[config.mk]
export PLATFORM = sky130hd
export DESIGN_NAME = keyboard_scancode_fifo_decoder
export DESIGN_NICKNAME = d
export VERILOG_FILES = /design/src/kbd_pkg.sv /design/src/keyboard_scancode_fifo_decoder.sv /design/src/kbd_ram.sv /design/src/kbd_ctrl.sv /design/src/kbd_dp.sv
export SDC_FILE = /design/constraint.sdc
export NUM_CORES = 1
export LEC_CHECK = 0
export BUFFER_PORTS_ARGS = -buffer_cell sky130_fd_sc_hd__buf_2
export CAP_MARGIN = 20
export CORE_AREA = 2 2 106 108
export CTS_CLUSTER_SIZE = 16
export DETAILED_ROUTE_END_ITERATION = 8
export DIE_AREA = 0 0 108 110
export PLACE_DENSITY = 0.94
export SLEW_MARGIN = 20
export SYNTH_ARGS = -nofsm -noshare
export SYNTH_HDL_FRONTEND = slang
export SYNTH_SLANG_ARGS = --single-unit
[constraint.sdc]
create_clock -name clk -period 4.4 [get_ports clk]
set_input_delay 0 -clock clk [delete_from_list [all_inputs] [get_ports clk]]
set_output_delay 0 -clock clk [all_outputs]
set_load 0.02 [all_outputs]
[src/kbd_pkg.sv]
// Shared types, operation codes and the set-1 to ASCII translation function.
package kbd_pkg;

  // Operation codes carried on in_func.
  localparam logic [1:0] FUNC_PUSH   = 2'd0;
  localparam logic [1:0] FUNC_POP    = 2'd1;
  localparam logic [1:0] FUNC_STATUS = 2'd2;

  localparam int unsigned CODE_W  = 8;
  localparam int unsigned ASCII_W = 7;

  // Controller to datapath commands.
  typedef struct packed {
    logic accept;     // a transaction is taken this cycle
    logic rd_issue;   // pop of a stored code: read the buffer, advance the read pointer
    logic xlat_done;  // buffer read data is valid: translate and present it
  } kbd_cmd_t;

  // Datapath to controller status.
  typedef struct packed {
    logic pop_req;    // the offered transaction is a pop
    logic has_code;   // the buffer holds at least one code
  } kbd_sts_t;

  // Set-1 make codes to ASCII. Letters come out in upper case and the space code
  // gives a blank; every code outside the table gives zero.
  function automatic logic [ASCII_W-1:0] kbd_xlate(input logic [CODE_W-1:0] code);
    logic [ASCII_W-1:0] ch;
    case (code)
      8'h02: ch = 7'h31;  8'h03: ch = 7'h32;  8'h04: ch = 7'h33;  8'h05: ch = 7'h34;
      8'h06: ch = 7'h35;  8'h07: ch = 7'h36;  8'h08: ch = 7'h37;  8'h09: ch = 7'h38;
      8'h0A: ch = 7'h39;  8'h0B: ch = 7'h30;  8'h0C: ch = 7'h2D;  8'h0D: ch = 7'h3D;
      8'h0E: ch = 7'h08;  8'h0F: ch = 7'h09;  8'h10: ch = 7'h51;  8'h11: ch = 7'h57;
      8'h12: ch = 7'h45;  8'h13: ch = 7'h52;  8'h14: ch = 7'h54;  8'h15: ch = 7'h59;
      8'h16: ch = 7'h55;  8'h17: ch = 7'h49;  8'h18: ch = 7'h4F;  8'h19: ch = 7'h50;
      8'h1A: ch = 7'h5B;  8'h1B: ch = 7'h5D;  8'h1C: ch = 7'h0A;  8'h1E: ch = 7'h41;
      8'h1F: ch = 7'h53;  8'h20: ch = 7'h44;  8'h21: ch = 7'h46;  8'h22: ch = 7'h47;
      8'h23: ch = 7'h48;  8'h24: ch = 7'h4A;  8'h25: ch = 7'h4B;  8'h26: ch = 7'h4C;
      8'h27: ch = 7'h3B;  8'h28: ch = 7'h27;  8'h29: ch = 7'h7E;  8'h2B: ch = 7'h5C;
      8'h2C: ch = 7'h5A;  8'h2D: ch = 7'h58;  8'h2E: ch = 7'h43;  8'h2F: ch = 7'h56;
      8'h30: ch = 7'h42;  8'h31: ch = 7'h4E;  8'h32: ch = 7'h4D;  8'h33: ch = 7'h2C;
      8'h34: ch = 7'h2E;  8'h35: ch = 7'h2F;  8'h39: ch = 7'h20;
      default: ch = '0;
    endcase
    return ch;
  endfunction

endpackage

[src/keyboard_scancode_fifo_decoder.sv]
// Top level of the keyboard scan-code buffer with set-1 to ASCII translation.
//
// A transaction is taken at a rising edge where start is high and busy is low.
// in_func selects the operation: push stores in_scan_code in a circular buffer
// of DEPTH slots that holds at most DEPTH-1 codes (a push into a full buffer is
// discarded and reported through out_dropped); pop removes the oldest code and
// returns its upper-case ASCII translation with out_char_valid set (an empty
// buffer gives out_char_valid low and a zero character); status and the unused
// code only report. Every transaction produces exactly one result, shown for a
// single cycle with out_strobe high, the cycle after the work finishes; the
// receiver has no way to stall it, so it must take each result when the strobe
// is high. Push, status and empty pops leave busy low, so the next transaction
// may follow at once. A pop of a stored code raises busy while it translates,
// because the code buffer is a RAM with a registered read port: the accept
// cycle reads the slot and the ST_XLAT state then runs the translation table
// on the read data. out_fifo_nonempty tells whether the buffer still holds a
// code after the transaction. The buffer contents need no clearing after
// reset; only the pointers and the strobe are reset.
module keyboard_scancode_fifo_decoder import kbd_pkg::*; #(
  parameter int DEPTH = 16
) (
  input  logic               clk,
  input  logic               rst_n,
  input  logic               start,
  output logic               busy,
  input  logic [1:0]         in_func,
  input  logic [CODE_W-1:0]  in_scan_code,
  output logic               out_strobe,
  output logic [ASCII_W-1:0] out_ascii_char,
  output logic               out_char_valid,
  output logic               out_dropped,
  output logic               out_fifo_nonempty
);

  kbd_cmd_t cmd;
  kbd_sts_t sts;

  // The controller decides when a transaction is taken and whether a pop
  // needs the translation state.
  kbd_ctrl u_ctrl (
    .clk   (clk),
    .rst_n (rst_n),
    .start (start),
    .sts   (sts),
    .cmd   (cmd),
    .busy  (busy)
  );

  // The datapath owns the buffer, its pointers and the registered result.
  kbd_dp #(
    .DEPTH (DEPTH)
  ) u_dp (
    .clk               (clk),
    .rst_n             (rst_n),
    .in_func           (in_func),
    .in_scan_code      (in_scan_code),
    .cmd               (cmd),
    .sts               (sts),
    .out_strobe        (out_strobe),
    .out_ascii_char    (out_ascii_char),
    .out_char_valid    (out_char_valid),
    .out_dropped       (out_dropped),
    .out_fifo_nonempty (out_fifo_nonempty)
  );

endmodule

[src/kbd_ram.sv]
// Generic single-write, single-read RAM with registered read data.
module kbd_ram #(
  parameter int WIDTH = 8,
  parameter int DEPTH = 16
) (
  input  logic                     clk,
  input  logic                     we,
  input  logic [$clog2(DEPTH)-1:0] waddr,
  input  logic [WIDTH-1:0]         wdata,
  input  logic                     re,
  input  logic [$clog2(DEPTH)-1:0] raddr,
  output logic [WIDTH-1:0]         rdata
);

  logic [WIDTH-1:0] mem_r [DEPTH];
  logic [WIDTH-1:0] rdata_r;

  always_ff @(posedge clk) begin
    if (we) begin
      mem_r[waddr] <= wdata;
    end
    if (re) begin
      rdata_r <= mem_r[raddr];
    end
  end

  assign rdata = rdata_r;

endmodule

[src/kbd_ctrl.sv]
// Controller state machine: takes transactions and sequences the pop read.
module kbd_ctrl import kbd_pkg::*; (
  input  logic     clk,
  input  logic     rst_n,
  input  logic     start,
  input  kbd_sts_t sts,
  output kbd_cmd_t cmd,
  output logic     busy
);

  typedef enum logic [1:0] {
    ST_IDLE = 2'b01,
    ST_XLAT = 2'b10
  } kbd_state_t;

  kbd_state_t state_r, state_nxt;

  always_comb begin
    cmd.accept    = (state_r == ST_IDLE) && start;
    cmd.rd_issue  = cmd.accept && sts.pop_req && sts.has_code;
    cmd.xlat_done = (state_r == ST_XLAT);
  end

  always_comb begin
    state_nxt = state_r;
    case (state_r)
      ST_IDLE: begin
        if (cmd.rd_issue) begin
          state_nxt = ST_XLAT;
        end
      end
      ST_XLAT: state_nxt = ST_IDLE;
      default: state_nxt = ST_IDLE;
    endcase
  end

  always_ff @(posedge clk) begin
    if (!rst_n) begin
      state_r <= ST_IDLE;
    end else begin
      state_r <= state_nxt;
    end
  end

  assign busy = (state_r != ST_IDLE);

endmodule

[src/kbd_dp.sv]
// Datapath: circular code buffer, pointers, translation and result registers.
module kbd_dp import kbd_pkg::*; #(
  parameter int DEPTH = 16
) (
  input  logic               clk,
  input  logic               rst_n,
  input  logic [1:0]         in_func,
  input  logic [CODE_W-1:0]  in_scan_code,
  input  kbd_cmd_t           cmd,
  output kbd_sts_t           sts,
  output logic               out_strobe,
  output logic [ASCII_W-1:0] out_ascii_char,
  output logic               out_char_valid,
  output logic               out_dropped,
  output logic               out_fifo_nonempty
);

  localparam int AW = $clog2(DEPTH);
  localparam logic [AW-1:0] LAST_IDX = AW'(DEPTH - 1);

  logic [AW-1:0] rd_ptr_r, rd_ptr_nxt;
  logic [AW-1:0] wr_ptr_r, wr_ptr_nxt;
  logic [AW-1:0] rd_inc, wr_inc;
  logic          is_push, full, has_code, push_ok;
  logic [CODE_W-1:0] ram_rdata;

  logic               strobe_r, strobe_nxt;
  logic [ASCII_W-1:0] ascii_r, ascii_nxt;
  logic               valid_r, valid_nxt;
  logic               dropped_r, dropped_nxt;
  logic               nonempty_r, nonempty_nxt;

  assign rd_inc   = (rd_ptr_r == LAST_IDX) ? '0 : rd_ptr_r + 1'b1;
  assign wr_inc   = (wr_ptr_r == LAST_IDX) ? '0 : wr_ptr_r + 1'b1;
  assign is_push  = (in_func == FUNC_PUSH);
  assign full     = (wr_inc == rd_ptr_r);
  assign has_code = (rd_ptr_r != wr_ptr_r);
  assign push_ok  = cmd.accept && is_push && !full;

  assign sts.pop_req  = (in_func == FUNC_POP);
  assign sts.has_code = has_code;

  kbd_ram #(
    .WIDTH (CODE_W),
    .DEPTH (DEPTH)
  ) u_ram (
    .clk   (clk),
    .we    (push_ok),
    .waddr (wr_ptr_r),
    .wdata (in_scan_code),
    .re    (cmd.rd_issue),
    .raddr (rd_ptr_r),
    .rdata (ram_rdata)
  );

  always_comb begin
    rd_ptr_nxt = cmd.rd_issue ? rd_inc : rd_ptr_r;
    wr_ptr_nxt = push_ok ? wr_inc : wr_ptr_r;
  end

  always_comb begin
    strobe_nxt   = 1'b0;
    ascii_nxt    = ascii_r;
    valid_nxt    = valid_r;
    dropped_nxt  = dropped_r;
    nonempty_nxt = nonempty_r;
    if (cmd.xlat_done) begin
      strobe_nxt   = 1'b1;
      ascii_nxt    = kbd_xlate(ram_rdata);
      valid_nxt    = 1'b1;
      dropped_nxt  = 1'b0;
      nonempty_nxt = has_code;
    end else if (cmd.accept && !cmd.rd_issue) begin
      // Push, status, or a pop of an empty buffer finishes at once.
      strobe_nxt   = 1'b1;
      ascii_nxt    = '0;
      valid_nxt    = 1'b0;
      dropped_nxt  = is_push && full;
      nonempty_nxt = push_ok || has_code;
    end
  end

  always_ff @(posedge clk) begin
    if (!rst_n) begin
      rd_ptr_r <= '0;
      wr_ptr_r <= '0;
      strobe_r <= 1'b0;
    end else begin
      rd_ptr_r <= rd_ptr_nxt;
      wr_ptr_r <= wr_ptr_nxt;
      strobe_r <= strobe_nxt;
    end
  end

  always_ff @(posedge clk) begin
    ascii_r    <= ascii_nxt;
    valid_r    <= valid_nxt;
    dropped_r  <= dropped_nxt;
    nonempty_r <= nonempty_nxt;
  end

  assign out_strobe        = strobe_r;
  assign out_ascii_char    = ascii_r;
  assign out_char_valid    = valid_r;
  assign out_dropped       = dropped_r;
  assign out_fifo_nonempty = nonempty_r;

endmodule

==> impl_metrics.toml <==
[timing]
tns_ns = 0
skew_ns = 0.0100
final.setup.worst_slack_ns = 1.40
hold_viol_final = 0
fin_crit_ns = 3.00
final_max_slew_viol_count = 0
worst-slew-pin-transition_ns = 0.868
fin_hold_ws_ns = 0.407
finalSetupViolations = 0
rsz0062_at_grt = "no"
max_freq_mhz = 334
slew_headroom_pct = 41.8
period_share_pct = 68.1

[clocking]
cts_max_path_buffers = 2
root_buffer = "clkbuf_8"
cts_setup_buffers = 0
cts_buffers = 17
clk_pin_slew_ns = 0.07
cts_tree = "done"
htree_levels = 4
ctsResizeCount = 0
cts.sinks = 157
clock_latency_ns = 0.55

[cells_and_area]
final_cells = 587
seqCellArea_um2 = 4590
area_delta_synth_final_pct = 12.8
multi_input_area_um2 = 2100
n_antenna_cell = 0
nFillCells = 596
drive_gt1_share_pct = 24.4
utilization_pct = 72.3
final_nets = 460

[placement]
post-place-ws_ns = 1.57
gp_congestion = 0.892
dpl.cell_count = 543
hpwlAfterDp_um = 9030
io_buffer_count = 24

[floorplanning]
boundaryPins = 25
die_w_um = 108
initial_core_util_pct = 64.1
core_um2 = 10700
die-area_um2 = 11900
rows = 38
dieHeight_um = 110

[synthesis]
synth_top_area_share_pct = 63.1
yosys_warnings = 0
syn_inst = 402
synth_edf_count = 144
async_flop_share_pct = 0
synth_area_leaders = "edfxtp_1 (63%), mux4_2 (14%), dfxtp_1 (3.8%), ha_1 (2.4%), and3_1 (1.6%)"
ys_seq_area_share_pct = 66.9
ys_ff_latch = 157
avgSynthCellArea_um2 = 17.0
synth_nets = 428
synth_common_cells = "edfxtp_1 (144), mux4_2 (44), and3_1 (17), nand2_1 (17), clkbuf_1 (16)"
synth_area_um2 = 6850
synth_top_area_cell = "edfxtp_1"
yosys_most_used_dff = "edfxtp_1"
yosysUniqueCellTypes = 46
yosysMostFrequentCell = "edfxtp_1"

[global_routing]
grt.total_usage_pct = 27.4
antenna_found_initial = 0
grt_overflow = 0
grt_pass1_vias = 3933
grt_pass1_wl_um = 22900
grt_start_max_net_pins = 31

[run]
maxCapViolations = 0

[pwr]
seq_power_share_pct = 52.2
peakVddDrop_v = 0.000355
clkPwrFrac_pct = 44.7
p_per_area_nw_per_um2 = 407
p_int_mw = 2.44
netSwitchingFraction_pct = 22.4
p_leak_nw = 2.65
p_comb_share_pct = 3.1
p_switching_mw = 0.707

[detailed_routing]
drt_iter0_drc = 650
vias = 3930
detail-route-antenna-nets = 0
routed_wl_um = 14800
vias_per_cell = 6.70
drc = 0
wl_per_cell_um = 25.2
detailedRoute.firstPassIterationCount = 5

[setup_path]
path_buf_inv = 0
max_stage_delay_ns = 0.70
worst_path_max_delay_cell = "a21boi_2"
cp_cell_sequence = "ha_1, a31oi_1, xor2_1, nor3_1, a21boi_2, and3_1"
start_kind = "register"
cpLargestDelayFamily = "compound AO/OA/AOI/OAI gates"
cp-end-kind = "register"
crit_type = "register to register"
cp.required_ns = 4.59
reg2reg_depth = 6
cp.arrival_ns = 3.18
worst-path-stages = 6
cp_max_fo = 19

[min_path]
hold_path_class = "input port to register"
whs_path_depth = 5

[run_status]
outcome = "complete, no violations"
cell type report:
| class | instances | share of cell area (%) |
|---|---|---|
| sequential | 157 | 59.3 |
| multi-input combinational | 207 | 27.2 |
| clock buffer | 17 | 5.36 |
| timing repair buffer | 38 | 3.30 |
| tap | 140 | 2.27 |
| clock inverter | 15 | 1.94 |
| inverter | 13 | 0.631 |
sequential cells by signal, indices dropped and copies added, names as in the netlist, 2 cells and up:
signal and cells:
u_ctrl.state_r 2, u_dp.out_ascii_char 7, u_dp.rd_ptr_r 4, u_dp.u_ram.mem_r 128, u_dp.u_ram.rdata 8, u_dp.wr_ptr_r 4
cell usage in the layout (no fill, tap or decap), types with 2 or more instances in the layout:
cell           netlist  routed
ha_1                13      13
dlygate4sd3_1        0      12
clkbuf_16            0      16
and3_1              17      17
inv_6                0       7
edfxtp_1           144     144
nor3_1               6       6
nand3_1              3       3
or2_2                2       2
buf_4                0       2
o21ai_0             10      10
dfxtp_1             13      12
a21o_1               6       6
nor2b_1              7       7
nand4_1              2       2
clkinvlp_4           0       3
mux4_2              44      44
and2_1               5       5
inv_1               13      13
nand3b_1             3       3
a31oi_1              7       7
o211ai_1             3       3
mux2i_1              7       7
xnor2_1              2       2
inv_8                0       2
a211oi_1             2       2
buf_2                6      24
nand2b_1             7       7
xor2_1               9       9
nor2_1              11      11
a21oi_1              7       7
nand2_1             17      17
worst min-delay path, stage by stage:
cell and delay, ns:
dlygate4sd3_1 0.52, buf_2 0.11, nor3_1 0.07, nand3_1 0.09, o21ai_0 0.10
cell families (layout without fill, tap and decap cells):
kind of cell | count (synthesis) | in the layout | share of synthesized area (%)
AND/OR/NAND/NOR | 84 | 84 | 6.72
XOR/XNOR | 11 | 11 | 1.41
flip-flops | 157 | 157 | 66.9
multiplexers | 51 | 51 | 15.5
adder cells (fa/ha/maj) | 13 | 13 | 2.37
buffers and inverters | 38 | 83 | 2.41
AO/OA/AOI/OAI | 48 | 48 | 4.73
stage by stage:
stage | power, mW | cell area (um2)
2_1_floorplan | 1.72 | 6850
4_1_cts | 3.15 | 7730
6_report | 3.15 | 7730
3_5_place_dp | 1.76 | 7050
5_1_grt | 3.22 | 7730
3_3_place_gp | 1.76 | 7050
what timing repair did:
action                                 in CTS  in global routing
hold buffers                               12                  0
setup endpoints to repair                   0                  0
endpoints found under the hold margin     141                  0
path summary, 6_finish.rpt:
path / start / to / slack, ns
hold reg to reg: u_dp.out_char_valid / u_dp.out_char_valid / 0.44
setup / recovery: u_dp.wr_ptr_r[0] / u_dp.u_ram.mem_r[14][2] / 1.40
hold / removal: in_func[1] / u_dp.out_dropped / 0.41
setup reg to reg: u_dp.wr_ptr_r[0] / u_dp.u_ram.mem_r[14][2] / 1.40
power groups by stage:
stage	clock [mW]	sequential, mW	combinational [mW]
2_1_floorplan	0	1.68	0.0425
3_3_place_gp	0	1.68	0.0830
3_5_place_dp	0	1.68	0.0868
4_1_cts	1.41	1.64	0.0975
5_1_grt	1.47	1.64	0.105
6_report	1.41	1.64	0.0976
per-layer routing:
layer  wire length, um  track usage, %
met3              1190            6.58
met2              7770            46.7
met1              5420            34.7
met5                 0               0
met4               384            10.4
Note: power is estimated with default switching activity, not from simulation.
